$ cat src/design/elevator_look_controller_top_assert.svh
// assertion macros for the elevator car controller
// no dependencies; included by the top level
`ifndef ELEVATOR_LOOK_CONTROLLER_TOP_ASSERT_SVH
`define ELEVATOR_LOOK_CONTROLLER_TOP_ASSERT_SVH

`ifndef ASSERT_OFF
// same-cycle implication, disabled during reset
`define ELC_ASSERT_IMPL(label, clk, rst, ante, cons, msg) \
  label: assert property (@(posedge clk) disable iff (rst) (ante) |-> (cons)) else $error(msg);
// next-cycle implication, disabled during reset
`define ELC_ASSERT_NEXT(label, clk, rst, ante, cons, msg) \
  label: assert property (@(posedge clk) disable iff (rst) (ante) |=> (cons)) else $error(msg);
`else
`define ELC_ASSERT_IMPL(label, clk, rst, ante, cons, msg)
`define ELC_ASSERT_NEXT(label, clk, rst, ante, cons, msg)
`endif

`endif

$ cat src/design/elc_pkg.sv
// shared codes and control/status types for the elevator car controller
// no dependencies
`timescale 1ns / 1ps

package elc_pkg;

  localparam int CMD_W   = 2;
  localparam int FLOOR_W = 6;
  localparam int PHASE_W = 3;
  localparam int DIR_W   = 2;
  localparam int CFG_IW  = 3;
  localparam int CFG_DW  = 8;

  // door / car phases
  localparam logic [PHASE_W-1:0] PH_OPEN    = 3'd0;
  localparam logic [PHASE_W-1:0] PH_CLOSING = 3'd1;
  localparam logic [PHASE_W-1:0] PH_CLOSED  = 3'd2;
  localparam logic [PHASE_W-1:0] PH_OPENING = 3'd3;
  localparam logic [PHASE_W-1:0] PH_UP      = 3'd4;
  localparam logic [PHASE_W-1:0] PH_DOWN    = 3'd5;

  // travel direction
  localparam logic [DIR_W-1:0] DIR_STOP = 2'd0;
  localparam logic [DIR_W-1:0] DIR_UP   = 2'd1;
  localparam logic [DIR_W-1:0] DIR_DOWN = 2'd2;

  // input commands, also used as the held presence code
  localparam logic [CMD_W-1:0] CMD_TICK    = 2'd0;
  localparam logic [CMD_W-1:0] CMD_REQ     = 2'd1;
  localparam logic [CMD_W-1:0] CMD_SOMEONE = 2'd2;
  localparam logic [CMD_W-1:0] CMD_CLEAR   = 2'd3;
  localparam logic [CMD_W-1:0] PRES_NONE   = 2'd0;

  // configuration register indexes
  localparam logic [CFG_IW-1:0] REG_TRAVEL  = 3'd0;
  localparam logic [CFG_IW-1:0] REG_DOOR    = 3'd1;
  localparam logic [CFG_IW-1:0] REG_BLOCKED = 3'd2;
  localparam logic [CFG_IW-1:0] REG_ABOVE   = 3'd3;
  localparam logic [CFG_IW-1:0] REG_BASE    = 3'd4;

  typedef struct packed {
    logic exec;
    logic scan_step;
    logic apply;
    logic load_out;
  } elc_cmd_t;

  typedef struct packed {
    logic need_scan;
    logic scan_done;
  } elc_stat_t;

endpackage

$ cat src/design/elc_ctrl.sv
// sequencer for the elevator car controller: accept, floor scan, result push
// depends on elc_pkg
`timescale 1ns / 1ps

module elc_ctrl (
  input  logic              clk,
  input  logic              rst,
  input  logic              in_valid,
  output logic              in_ready,
  input  logic              out_can_load,
  input  elc_pkg::elc_stat_t stat,
  output elc_pkg::elc_cmd_t  cmd
);
  import elc_pkg::*;

  localparam logic [1:0] ST_IDLE = 2'd0;
  localparam logic [1:0] ST_SCAN = 2'd1;
  localparam logic [1:0] ST_PUSH = 2'd2;

  logic [1:0] state;
  logic [1:0] state_next;

  always_ff @(posedge clk) begin
    if (rst) begin
      state <= ST_IDLE;
    end else begin
      state <= state_next;
    end
  end

  assign in_ready = (state == ST_IDLE);

  always_comb begin
    state_next = state;
    cmd        = '0;
    case (state)
      ST_IDLE: begin
        if (in_valid) begin
          cmd.exec   = 1'b1;
          state_next = stat.need_scan ? ST_SCAN : ST_PUSH;
        end
      end
      ST_SCAN: begin
        if (stat.scan_done) begin
          cmd.apply  = 1'b1;
          state_next = ST_PUSH;
        end else begin
          cmd.scan_step = 1'b1;
        end
      end
      ST_PUSH: begin
        if (out_can_load) begin
          cmd.load_out = 1'b1;
          state_next   = ST_IDLE;
        end
      end
      default: begin
        state_next = ST_IDLE;
      end
    endcase
  end

endmodule

$ cat src/design/elc_dp.sv
// datapath of the elevator car controller: car state, timers, config, LOOK scan
// depends on elc_pkg
`timescale 1ns / 1ps

module elc_dp #(
  parameter int LEVELS = 26,
  parameter int IW     = 8
) (
  input  logic                                clk,
  input  logic                                rst,
  input  elc_pkg::elc_cmd_t                   cmd,
  output elc_pkg::elc_stat_t                  stat,
  input  logic [elc_pkg::CMD_W-1:0]           in_cmd,
  input  logic signed [elc_pkg::FLOOR_W-1:0]  in_floor,
  input  logic                                cfg_we,
  input  logic [elc_pkg::CFG_IW-1:0]          cfg_index,
  input  logic [elc_pkg::CFG_DW-1:0]          cfg_data,
  output logic signed [elc_pkg::FLOOR_W-1:0]  s_floor,
  output logic [elc_pkg::PHASE_W-1:0]         s_phase,
  output logic [elc_pkg::DIR_W-1:0]           s_dir,
  output logic                                s_alarm,
  output logic                                s_blocked,
  output logic [LEVELS-1:0]                   s_flags
);
  import elc_pkg::*;

  localparam int XW = (LEVELS > 1) ? $clog2(LEVELS) : 1;
  localparam logic signed [IW-1:0] LV = IW'(LEVELS);
  localparam logic signed [IW-1:0] ONE = IW'(1);

  // car state
  logic [LEVELS-1:0]   flags, flags_next;
  logic signed [IW-1:0] floor_r, floor_next;
  logic signed [IW-1:0] target, target_next;
  logic [DIR_W-1:0]    dir_r, dir_next;
  logic [PHASE_W-1:0]  phase_r, phase_next;
  logic                blocked, blocked_next;
  logic                alarm, alarm_next;
  logic [CMD_W-1:0]    pres, pres_next;
  logic [7:0]          tc, tc_next;

  // configuration
  logic [3:0] travel_ticks;
  logic [3:0] door_ticks;
  logic [7:0] wait_ticks;
  logic [4:0] above;
  logic [2:0] base;

  // scan pointers
  logic signed [IW-1:0] hi_ptr, hi_ptr_next, lo_ptr, lo_ptr_next;
  logic hi_done, hi_done_next, lo_done, lo_done_next;
  logic hi_found, hi_found_next, lo_found, lo_found_next;

  logic signed [IW-1:0] base_x, lvl_sum, n_lv, car_idx, req_idx, step_floor;
  logic signed [IW-1:0] dist_hi, dist_lo, clr_idx;
  logic [7:0] tc_inc;
  logic       clr_en, need_scan, go_up, go_dn, lay_clear;

  assign base_x  = {{(IW-3){1'b0}}, base};
  assign lvl_sum = {{(IW-5){1'b0}}, above} + base_x + ONE;
  assign n_lv    = (lvl_sum > LV) ? LV : lvl_sum;
  assign car_idx = floor_r + base_x;
  assign req_idx = {{(IW-FLOOR_W){in_floor[FLOOR_W-1]}}, in_floor} + base_x;
  assign tc_inc  = (tc == 8'hff) ? tc : tc + 8'd1;
  assign step_floor = (floor_r < target) ? floor_r + ONE : floor_r - ONE;
  assign dist_hi = hi_ptr - car_idx;
  assign dist_lo = car_idx - lo_ptr;

  // LOOK choice from the finished scan
  always_comb begin
    go_up = 1'b0;
    go_dn = 1'b0;
    case (dir_r)
      DIR_UP: begin
        go_up = hi_found;
        go_dn = !hi_found && lo_found;
      end
      DIR_DOWN: begin
        go_dn = lo_found;
        go_up = !lo_found && hi_found;
      end
      default: begin
        if (hi_found && lo_found) begin
          go_up = (dist_hi <= dist_lo);
          go_dn = !(dist_hi <= dist_lo);
        end else begin
          go_up = hi_found;
          go_dn = lo_found;
        end
      end
    endcase
  end

  always_comb begin
    flags_next   = flags;
    floor_next   = floor_r;
    target_next  = target;
    dir_next     = dir_r;
    phase_next   = phase_r;
    blocked_next = blocked;
    alarm_next   = alarm;
    pres_next    = pres;
    tc_next      = tc;
    clr_en       = 1'b0;
    clr_idx      = car_idx;
    need_scan    = 1'b0;
    hi_ptr_next   = hi_ptr;
    lo_ptr_next   = lo_ptr;
    hi_done_next  = hi_done;
    lo_done_next  = lo_done;
    hi_found_next = hi_found;
    lo_found_next = lo_found;

    // outcome of the presented item, applied only on exec
    case (in_cmd)
      CMD_TICK: begin
        case (phase_r)
          PH_CLOSING: begin
            if (!alarm) begin
              tc_next = tc_inc;
              if (blocked) begin
                if (tc_inc >= wait_ticks) begin
                  tc_next = 8'd0;
                  if (pres == CMD_CLEAR) begin
                    blocked_next = 1'b0;
                    pres_next    = PRES_NONE;
                  end else if (pres == CMD_SOMEONE) begin
                    alarm_next = 1'b1;
                    pres_next  = PRES_NONE;
                  end
                end
              end else if (tc_inc >= {4'd0, door_ticks}) begin
                phase_next = PH_CLOSED;
                tc_next    = 8'd0;
                need_scan  = 1'b1;
              end
            end
          end
          PH_CLOSED: begin
            if (|flags) begin
              need_scan = 1'b1;
            end else begin
              phase_next = PH_OPENING;
              tc_next    = 8'd0;
            end
          end
          PH_OPENING: begin
            tc_next = tc_inc;
            if (tc_inc >= {4'd0, door_ticks}) begin
              phase_next = PH_OPEN;
              tc_next    = 8'd0;
            end
          end
          PH_UP, PH_DOWN: begin
            if (floor_r == target) begin
              clr_en     = 1'b1;
              phase_next = PH_OPENING;
              tc_next    = 8'd0;
            end else begin
              tc_next = tc_inc;
              if (tc_inc >= {4'd0, travel_ticks}) begin
                tc_next    = 8'd0;
                floor_next = step_floor;
                if (step_floor == target) begin
                  clr_en     = 1'b1;
                  clr_idx    = step_floor + base_x;
                  phase_next = PH_OPENING;
                end
              end
            end
          end
          default: begin
            phase_next = PH_OPEN;
            if (|flags) begin
              tc_next = tc_inc;
              if (tc_inc >= {4'd0, door_ticks}) begin
                // closing starts; a held presence blocks the door
                phase_next   = PH_CLOSING;
                tc_next      = 8'd0;
                blocked_next = (pres == CMD_SOMEONE);
                alarm_next   = 1'b0;
                pres_next    = PRES_NONE;
              end
            end else begin
              tc_next = 8'd0;
            end
          end
        endcase
      end
      CMD_REQ: begin
        if (req_idx >= 0 && req_idx < n_lv) begin
          for (int i = 0; i < LEVELS; i++) begin
            if (req_idx == IW'(i)) begin
              flags_next[i] = 1'b1;
            end
          end
        end
      end
      default: begin
        if (alarm && phase_r == PH_CLOSING) begin
          if (in_cmd == CMD_CLEAR) begin
            alarm_next   = 1'b0;
            blocked_next = 1'b0;
            tc_next      = 8'd0;
            pres_next    = PRES_NONE;
          end
        end else begin
          pres_next = in_cmd;
        end
      end
    endcase

    if (cmd.exec && need_scan) begin
      hi_ptr_next   = (car_idx < 0) ? '0 : car_idx;
      lo_ptr_next   = (car_idx > n_lv - ONE) ? n_lv - ONE : car_idx;
      hi_done_next  = 1'b0;
      lo_done_next  = 1'b0;
      hi_found_next = 1'b0;
      lo_found_next = 1'b0;
    end

    if (!cmd.exec) begin
      flags_next   = flags;
      floor_next   = floor_r;
      phase_next   = phase_r;
      blocked_next = blocked;
      alarm_next   = alarm;
      pres_next    = pres;
      tc_next      = tc;
      clr_en       = 1'b0;
    end

    // one level up and one level down per cycle
    if (cmd.scan_step) begin
      if (!hi_done) begin
        if (hi_ptr >= n_lv) begin
          hi_done_next = 1'b1;
        end else if (flags[hi_ptr[XW-1:0]]) begin
          hi_done_next  = 1'b1;
          hi_found_next = 1'b1;
        end else begin
          hi_ptr_next = hi_ptr + ONE;
        end
      end
      if (!lo_done) begin
        if (lo_ptr < 0) begin
          lo_done_next = 1'b1;
        end else if (flags[lo_ptr[XW-1:0]]) begin
          lo_done_next  = 1'b1;
          lo_found_next = 1'b1;
        end else begin
          lo_ptr_next = lo_ptr - ONE;
        end
      end
    end

    if (cmd.apply && (go_up || go_dn)) begin
      target_next = (go_up ? hi_ptr : lo_ptr) - base_x;
      dir_next    = go_up ? DIR_UP : DIR_DOWN;
      phase_next  = go_up ? PH_UP : PH_DOWN;
      tc_next     = 8'd0;
      // request at the current floor: arrive at once
      if ((go_up ? hi_ptr : lo_ptr) == car_idx) begin
        clr_en     = 1'b1;
        clr_idx    = car_idx;
        phase_next = PH_OPENING;
      end
    end

    if (clr_en && clr_idx >= 0 && clr_idx < LV) begin
      for (int i = 0; i < LEVELS; i++) begin
        if (clr_idx == IW'(i)) begin
          flags_next[i] = 1'b0;
        end
      end
    end

    lay_clear = cfg_we && (cfg_index == REG_ABOVE || cfg_index == REG_BASE);
    if (lay_clear) begin
      flags_next = '0;
    end
  end

  always_ff @(posedge clk) begin
    if (rst) begin
      flags    <= '0;
      floor_r  <= '0;
      target   <= '0;
      dir_r    <= DIR_STOP;
      phase_r  <= PH_OPEN;
      blocked  <= 1'b0;
      alarm    <= 1'b0;
      pres     <= PRES_NONE;
      tc       <= 8'd0;
      hi_ptr   <= '0;
      lo_ptr   <= '0;
      hi_done  <= 1'b0;
      lo_done  <= 1'b0;
      hi_found <= 1'b0;
      lo_found <= 1'b0;
    end else begin
      flags    <= flags_next;
      floor_r  <= floor_next;
      target   <= target_next;
      dir_r    <= dir_next;
      phase_r  <= phase_next;
      blocked  <= blocked_next;
      alarm    <= alarm_next;
      pres     <= pres_next;
      tc       <= tc_next;
      hi_ptr   <= hi_ptr_next;
      lo_ptr   <= lo_ptr_next;
      hi_done  <= hi_done_next;
      lo_done  <= lo_done_next;
      hi_found <= hi_found_next;
      lo_found <= lo_found_next;
    end
  end

  always_ff @(posedge clk) begin
    if (rst) begin
      travel_ticks <= 4'd1;
      door_ticks   <= 4'd1;
      wait_ticks   <= 8'd2;
      above        <= 5'd20;
      base         <= 3'd5;
    end else if (cfg_we) begin
      case (cfg_index)
        REG_TRAVEL:  travel_ticks <= cfg_data[3:0];
        REG_DOOR:    door_ticks   <= cfg_data[3:0];
        REG_BLOCKED: wait_ticks   <= cfg_data;
        REG_ABOVE:   above        <= cfg_data[4:0];
        REG_BASE:    base         <= cfg_data[2:0];
        default: begin
        end
      endcase
    end
  end

  assign stat.need_scan = need_scan;
  assign stat.scan_done = hi_done && lo_done;

  assign s_floor   = floor_r[FLOOR_W-1:0];
  assign s_phase   = phase_r;
  assign s_dir     = dir_r;
  assign s_alarm   = alarm;
  assign s_blocked = blocked;
  assign s_flags   = flags;

endmodule

$ cat src/design/elc_out.sv
// result register of the elevator car controller, valid/ready toward the sink
// depends on elc_pkg
`timescale 1ns / 1ps

module elc_out #(
  parameter int LEVELS = 26
) (
  input  logic                               clk,
  input  logic                               rst,
  input  logic                               load,
  output logic                               can_load,
  input  logic signed [elc_pkg::FLOOR_W-1:0] d_floor,
  input  logic [elc_pkg::PHASE_W-1:0]        d_phase,
  input  logic [elc_pkg::DIR_W-1:0]          d_dir,
  input  logic                               d_alarm,
  input  logic                               d_blocked,
  input  logic [LEVELS-1:0]                  d_flags,
  output logic                               valid,
  input  logic                               ready,
  output logic signed [elc_pkg::FLOOR_W-1:0] q_floor,
  output logic [elc_pkg::PHASE_W-1:0]        q_phase,
  output logic [elc_pkg::DIR_W-1:0]          q_dir,
  output logic                               q_alarm,
  output logic                               q_blocked,
  output logic [LEVELS-1:0]                  q_flags
);
  import elc_pkg::*;

  assign can_load = !valid || ready;

  always_ff @(posedge clk) begin
    if (rst) begin
      valid <= 1'b0;
    end else if (load) begin
      valid <= 1'b1;
    end else if (ready) begin
      valid <= 1'b0;
    end
  end

  always_ff @(posedge clk) begin
    if (load) begin
      q_floor   <= d_floor;
      q_phase   <= d_phase;
      q_dir     <= d_dir;
      q_alarm   <= d_alarm;
      q_blocked <= d_blocked;
      q_flags   <= d_flags;
    end
  end

endmodule

$ cat src/design/elevator_look_controller_top.sv
// elevator car controller with LOOK floor selection
// flow: an accepted request is pushed into the result register; a tick that selects the
//   next floor first runs the level scan, which walks one level up and one down per cycle
// one request in flight: the sequencer takes no new request until its result is pushed,
//   and the push waits while the result register holds an untaken result
// reset: synchronous, clears car state and loads register defaults; no memory sweep
`timescale 1ns / 1ps
`include "elevator_look_controller_top_assert.svh"

module elevator_look_controller_top #(
  parameter int LEVELS = 26
) (
  input  logic                               clk,
  input  logic                               rst,
  // request channel
  input  logic                               in_valid,
  output logic                               in_ready,
  input  logic [elc_pkg::CMD_W-1:0]          cmd,
  input  logic signed [elc_pkg::FLOOR_W-1:0] request_floor,
  // result channel
  output logic                               out_valid,
  input  logic                               out_ready,
  output logic signed [elc_pkg::FLOOR_W-1:0] car_floor,
  output logic [elc_pkg::PHASE_W-1:0]        phase,
  output logic [elc_pkg::DIR_W-1:0]          travel_dir,
  output logic                               alarm_on,
  output logic                               door_blocked,
  output logic [LEVELS-1:0]                  pending_requests,
  // configuration write channel
  input  logic                               cfg_valid,
  output logic                               cfg_ready,
  input  logic [elc_pkg::CFG_IW-1:0]         cfg_index,
  input  logic [elc_pkg::CFG_DW-1:0]         cfg_data
);
  import elc_pkg::*;

  // index width: covers car index, level count and the pointer stepping past either end
  localparam int IW = $clog2(LEVELS + 40) + 1;

  elc_cmd_t  ctl_cmd;
  elc_stat_t dp_stat;
  logic      out_can_load;

  logic signed [FLOOR_W-1:0] s_floor;
  logic [PHASE_W-1:0]        s_phase;
  logic [DIR_W-1:0]          s_dir;
  logic                      s_alarm;
  logic                      s_blocked;
  logic [LEVELS-1:0]         s_flags;

  // register writes land at once; the host must write only while the car is idle, the block itself does not enforce it
  assign cfg_ready = 1'b1;

  // sequencer: accept a request, run the floor scan if needed, push the result
  elc_ctrl u_ctrl (
    .clk          (clk),
    .rst          (rst),
    .in_valid     (in_valid),
    .in_ready     (in_ready),
    .out_can_load (out_can_load),
    .stat         (dp_stat),
    .cmd          (ctl_cmd)
  );

  // car state, door timers, register file and the two-way LOOK scan
  elc_dp #(
    .LEVELS (LEVELS),
    .IW     (IW)
  ) u_dp (
    .clk       (clk),
    .rst       (rst),
    .cmd       (ctl_cmd),
    .stat      (dp_stat),
    .in_cmd    (cmd),
    .in_floor  (request_floor),
    .cfg_we    (cfg_valid && cfg_ready),
    .cfg_index (cfg_index),
    .cfg_data  (cfg_data),
    .s_floor   (s_floor),
    .s_phase   (s_phase),
    .s_dir     (s_dir),
    .s_alarm   (s_alarm),
    .s_blocked (s_blocked),
    .s_flags   (s_flags)
  );

  // output register lets the next request in while a result waits
  elc_out #(
    .LEVELS (LEVELS)
  ) u_out (
    .clk       (clk),
    .rst       (rst),
    .load      (ctl_cmd.load_out),
    .can_load  (out_can_load),
    .d_floor   (s_floor),
    .d_phase   (s_phase),
    .d_dir     (s_dir),
    .d_alarm   (s_alarm),
    .d_blocked (s_blocked),
    .d_flags   (s_flags),
    .valid     (out_valid),
    .ready     (out_ready),
    .q_floor   (car_floor),
    .q_phase   (phase),
    .q_dir     (travel_dir),
    .q_alarm   (alarm_on),
    .q_blocked (door_blocked),
    .q_flags   (pending_requests)
  );

  // one request in flight at a time
  `ELC_ASSERT_NEXT(a_one_in_flight, clk, rst, in_valid && in_ready, !in_ready, "request accepted while busy")
  // the alarm only stands during a blocked close
  `ELC_ASSERT_IMPL(a_alarm_blocked, clk, rst, out_valid && alarm_on, door_blocked && phase == PH_CLOSING, "alarm outside blocked closing")
  // moving phases agree with the travel direction
  `ELC_ASSERT_IMPL(a_up_dir, clk, rst, out_valid && phase == PH_UP, travel_dir == DIR_UP, "moving up with wrong direction")
  `ELC_ASSERT_IMPL(a_down_dir, clk, rst, out_valid && phase == PH_DOWN, travel_dir == DIR_DOWN, "moving down with wrong direction")

endmodule

$ cat config.mk
export PLATFORM = sky130hd
export DESIGN_NAME = elevator_look_controller_top
export DESIGN_NICKNAME = d
export VERILOG_FILES = /design/src/design/elc_pkg.sv /design/src/design/elc_ctrl.sv /design/src/design/elc_dp.sv /design/src/design/elc_out.sv /design/src/design/elevator_look_controller_top.sv
export VERILOG_INCLUDE_DIRS = /design/src /design/src/design
export SDC_FILE = /design/constraint.sdc
export NUM_CORES = 1
export LEC_CHECK = 0
export ABC_AREA = 0
export BUFFER_PORTS_ARGS = -buffer_cell sky130_fd_sc_hd__buf_2
export CAP_MARGIN = 5
export CORE_ASPECT_RATIO = 0.5
export CORE_MARGIN = 2
export CORE_UTILIZATION = 50
export DETAILED_ROUTE_END_ITERATION = 6
export PLACE_DENSITY = 0.7
export SETUP_SLACK_MARGIN = 0.15
export SLEW_MARGIN = 10
export SYNTH_ARGS = -nofsm -noshare
export SYNTH_HDL_FRONTEND = slang
export SYNTH_SLANG_ARGS = --single-unit
$ cat constraint.sdc
create_clock -name clk -period 6.7 [get_ports clk]
set_input_delay 0.67 -clock clk [delete_from_list [all_inputs] [get_ports clk]]
set_output_delay 0.67 -clock clk [all_outputs]
set_load 0.005 [all_outputs]
==> out/qor.log <==
[clocking] total clock sinks 145
[finish] ant diodes 0
[worst_hold_path] startpoint of the lowest-slack hold path u_dp.wait_ticks[7]$_SDFFE_PP0P_
[yosys] Synth area leader dfxtp_1
[worst_hold_path] Min-Delay Path Class reg -> reg
[drt] mean number of vias per cell 6.28
[timing] slew at the pin closest to its max-slew limit 1200 ps
[global_route] wire length of the first global-routing pass 53,600 um
[yosys] async set or reset register ratio after synthesis 0
[drt] Total Routed Length 35,200 um
[timing] final-report setup violation count 0
[timing] PnR worst setup slack 455 ps
[yosys] YS warnings 0
[placed_design] last weighted congestion value of the routability-driven placer 0.989
[global_route] overall track demand over capacity in global routing 0.300
[drt] DRT iter0 DRCs 1,271
[pwr] Final Power 2.23 mW
[clocking] CTS buffer count 17
[flow_run] max-cap check violation count 0
[yosys] Post-Syn Area 11,100 um^2
[yosys] fraction of the mapped netlist area in compound gates 0.206
[worst_setup_path] Worst setup EP type flip-flop
[drt] remaining antenna violation count after routing 0
[finish] number of nets in the finished design 1,490
[finish] fill cell instance count of the final layout 1,977
[clocking] maximum level of the CTS H-tree 4
[worst_setup_path] worst stage delay on the critical path 500 ps
[yosys] library cells used by synthesis 98
[clocking] Root Driver clkbuf_16
[placed_design] post-detailed-placement half-perimeter wirelength 26,500 um
[yosys] simple-gate area share of the yosys netlist 0.204
[worst_setup_path] critical path startpoint category flip-flop
[worst_setup_path] slowest cell on the critical path fa_1
[worst_setup_path] worst-case register-to-register setup slack 460 ps
[worst_setup_path] startpoint of the most critical register-to-register path u_dp.floor_r[0]$_SDFFE_PP0P_
[finish] most common cell after layout, fill and taps aside nor2_1
[global_route] antenna violations before repair 0
[floorplan] Die Footprint 23,500 um^2
[drt] detailed-routing iteration count for the pre-antenna-repair pass 5
[floorplan] chip width 215 um
[global_route] grt total ovfl 0
[outcome] status completed
[yosys] post-synthesis mux area share 0.0737
[floorplan] standard-cell row count 38
[placed_design] post-place setup slack 102 ps
[yosys] Avg Synthesized Cell Area 8.56 um^2
[yosys] parity-gate share of the synthesized area counting xor and xnor cells 0.0537
[clocking] clock-pin slew of the registers on the worst-case setup and hold paths 60 ps
[placed_design] buffers added on ports 64
[drt] total via count in the routed design 10,600
[timing] setup repair after global routing missed its margin false
[finish] Layout Area Growth over Synthesis 13.7%
[yosys] Top FF cell, synth dfxtp_1
[pwr] peak supply drop 157 uV
[yosys] share of Yosys cell area claimed by the top area cell type 0.191
[pwr] Leakage Power 5.01 nW
[global_route] largest net degree at the start of global routing 76
[floorplan] Core Box Area 21,700 um^2
[finish] share of cells above drive strength 1 0.154
[drt] Routed wire per std cell 20.9 um
[yosys] synth top area cells dfxtp_1 (19%), edfxtp_1 (11%), ha_1 (9.6%)
[clocking] TritonCTS clock tree yes
[global_route] number of global-route vias before repair 9,542
[clocking] number of buffers inserted by hold repair at cts 0
[timing] part of the cycle the worst path needs 0.932
[yosys] Cells after Synth 1,295
[worst_setup_path] category of the critical setup timing path reg -> reg
[yosys] synthesized flop and latch total 145
[worst_setup_path] cell seen most often among critical-path stages maj3_1
[drt] drc violations 0
[clocking] clk buf depth 2
[pwr] PD cells 177 nW/um^2
[yosys] EDFF count, synth 39
[finish] commonest cells after routing, fill and taps aside nor2_1 (137), nand2_1 (117), dfxtp_1 (105)
[worst_setup_path] required time of the worst setup path 7020 ps
[yosys] main combinational cell family by area after synthesis compound AO/OA/AOI/OAI gates
[timing] Pins Over Slew Limit 0
[timing] number of endpoints with negative hold slack in the final report 0
[floorplan] Initial Utilization 0.510
[yosys] proportion of synthesized chip area in sequential cells 0.297
[worst_setup_path] source of the critical timing path u_dp.floor_r[0]$_SDFFE_PP0P_
[timing] headroom to the max-slew limit 0.197
[timing] minimum period implied by the final worst setup slack 6240 ps
[floorplan] Boundary Pins 66
[worst_setup_path] maximum net fanout on the critical path 25
[clocking] source-to-sink clock delay at the later pin of the worst-skew pair 460 ps
[worst_setup_path] Worst EP arrival 6560 ps
[floorplan] die height 109 um
[timing] post-route clock skew 13.3 ps
[timing] setup total negative slack 0 ps
[yosys] arithmetic-cell share of the synthesized area counting full adders, half adders and majority gates 0.119
[timing] f_max 160 MHz
## cells by family after synthesis
| logic type | Yosys count |
|---|---|
| flip-flops | 145 |
| XOR/XNOR | 63 |
| multiplexers | 63 |
| other | 1 |
| buffers and inverters | 126 |
| adder cells (fa/ha/maj) | 102 |
| AND/OR/NAND/NOR | 470 |
| AO/OA/AOI/OAI | 325 |
## worst max-delay path, delay by kind of cell (launching register included)
kind                     cells  cell delay [ps]
adder cells (fa/ha/maj)      7             2510
AO/OA/AOI/OAI                8             1490
buffers and inverters        4              680
AND/OR/NAND/NOR              3              440
flip-flops                   1              370
XOR/XNOR                     2              330
multiplexers                 1              300
## final cells by class
type / instances / area [um^2] / share of cell area
Multi-Input combinational cell: 1028 / 7380 / 0.586
Sequential cell: 145 / 3290 / 0.261
Timing Repair Buffer: 106 / 639 / 0.0507
Clock buffer: 17 / 425 / 0.0338
Tap cell: 300 / 375 / 0.0298
Inverter: 75 / 282 / 0.0223
Clock inverter: 15 / 206 / 0.0164
## final timing paths
check	depth (start not counted)	to
worst max-delay path	25	u_dp.s_flags[13]$_SDFF_PP0_
worst min-delay path	2	u_dp.wait_ticks[7]$_SDFFE_PP0P_
worst max register to register	25	u_dp.s_flags[13]$_SDFF_PP0_
worst min register to register	2	u_dp.wait_ticks[7]$_SDFFE_PP0P_
## synthesized netlist by cell type (all sizes together), types with 23 or more instances
library cell and count:
nor2 138, nand2 118, dfxtp 106, ha 85, a21oi 83, inv 74, o21ai 49, nand3 41
mux2i 40, edfxtp 39, nor3 35, xnor2 35, clkbuf 31, xor2 26, nand2b 23
## timing repair
action | 4_1_cts | 5_1_grt
setup buffers | 0 | 5
setup endpoints to repair | 9 | 31
resized for setup | 2 | 16
hold endpoints to repair | 0 | 0
pin swaps | 0 | 5
cloned | 0 | 1
## through the flow
stage / instances / instance area [um^2] / util / hold WS, ps
2_1_floorplan: 1298 / 11100 / - / 434
3_3_place_gp: 1648 / 11900 / 0.546 / 446
3_5_place_dp: 1648 / 11900 / 0.546 / 450
4_1_cts: 1680 / 12500 / 0.575 / 451
5_1_grt: 1686 / 12600 / 0.580 / 477
6_report: 1686 / 12600 / 0.580 / 457
## flip-flops by register name, summed over array words and instances (netlist names), 4 cells and up
register,count
u_dp.above,5
u_dp.door_ticks,4
u_dp.floor_r,8
u_dp.hi_ptr,8
u_dp.lo_ptr,8
u_dp.s_flags,26
u_dp.target,8
u_dp.tc,8
u_dp.travel_ticks,4
u_dp.wait_ticks,8
u_out.q_flags,26
u_out.q_floor,6
## per-layer routing
| metal | track usage | wire length (um) | share of wire |
|---|---|---|---|
| met1 | 0.423 | 15900 | 0.45 |
| met4 | 0.100 | 747 | 0.021 |
| met3 | 0.0598 | 3450 | 0.098 |
| met5 | 0 | 0 | 0 |
| met2 | 0.461 | 15100 | 0.43 |
## power by group
| group | switching, mW | internal [mW] |
|---|---|---|
| combinational | 0.162 | 0.0914 |
| clock | 0.420 | 0.628 |
| sequential | 0.00979 | 0.917 |
(Power assumes the default switching activity.)
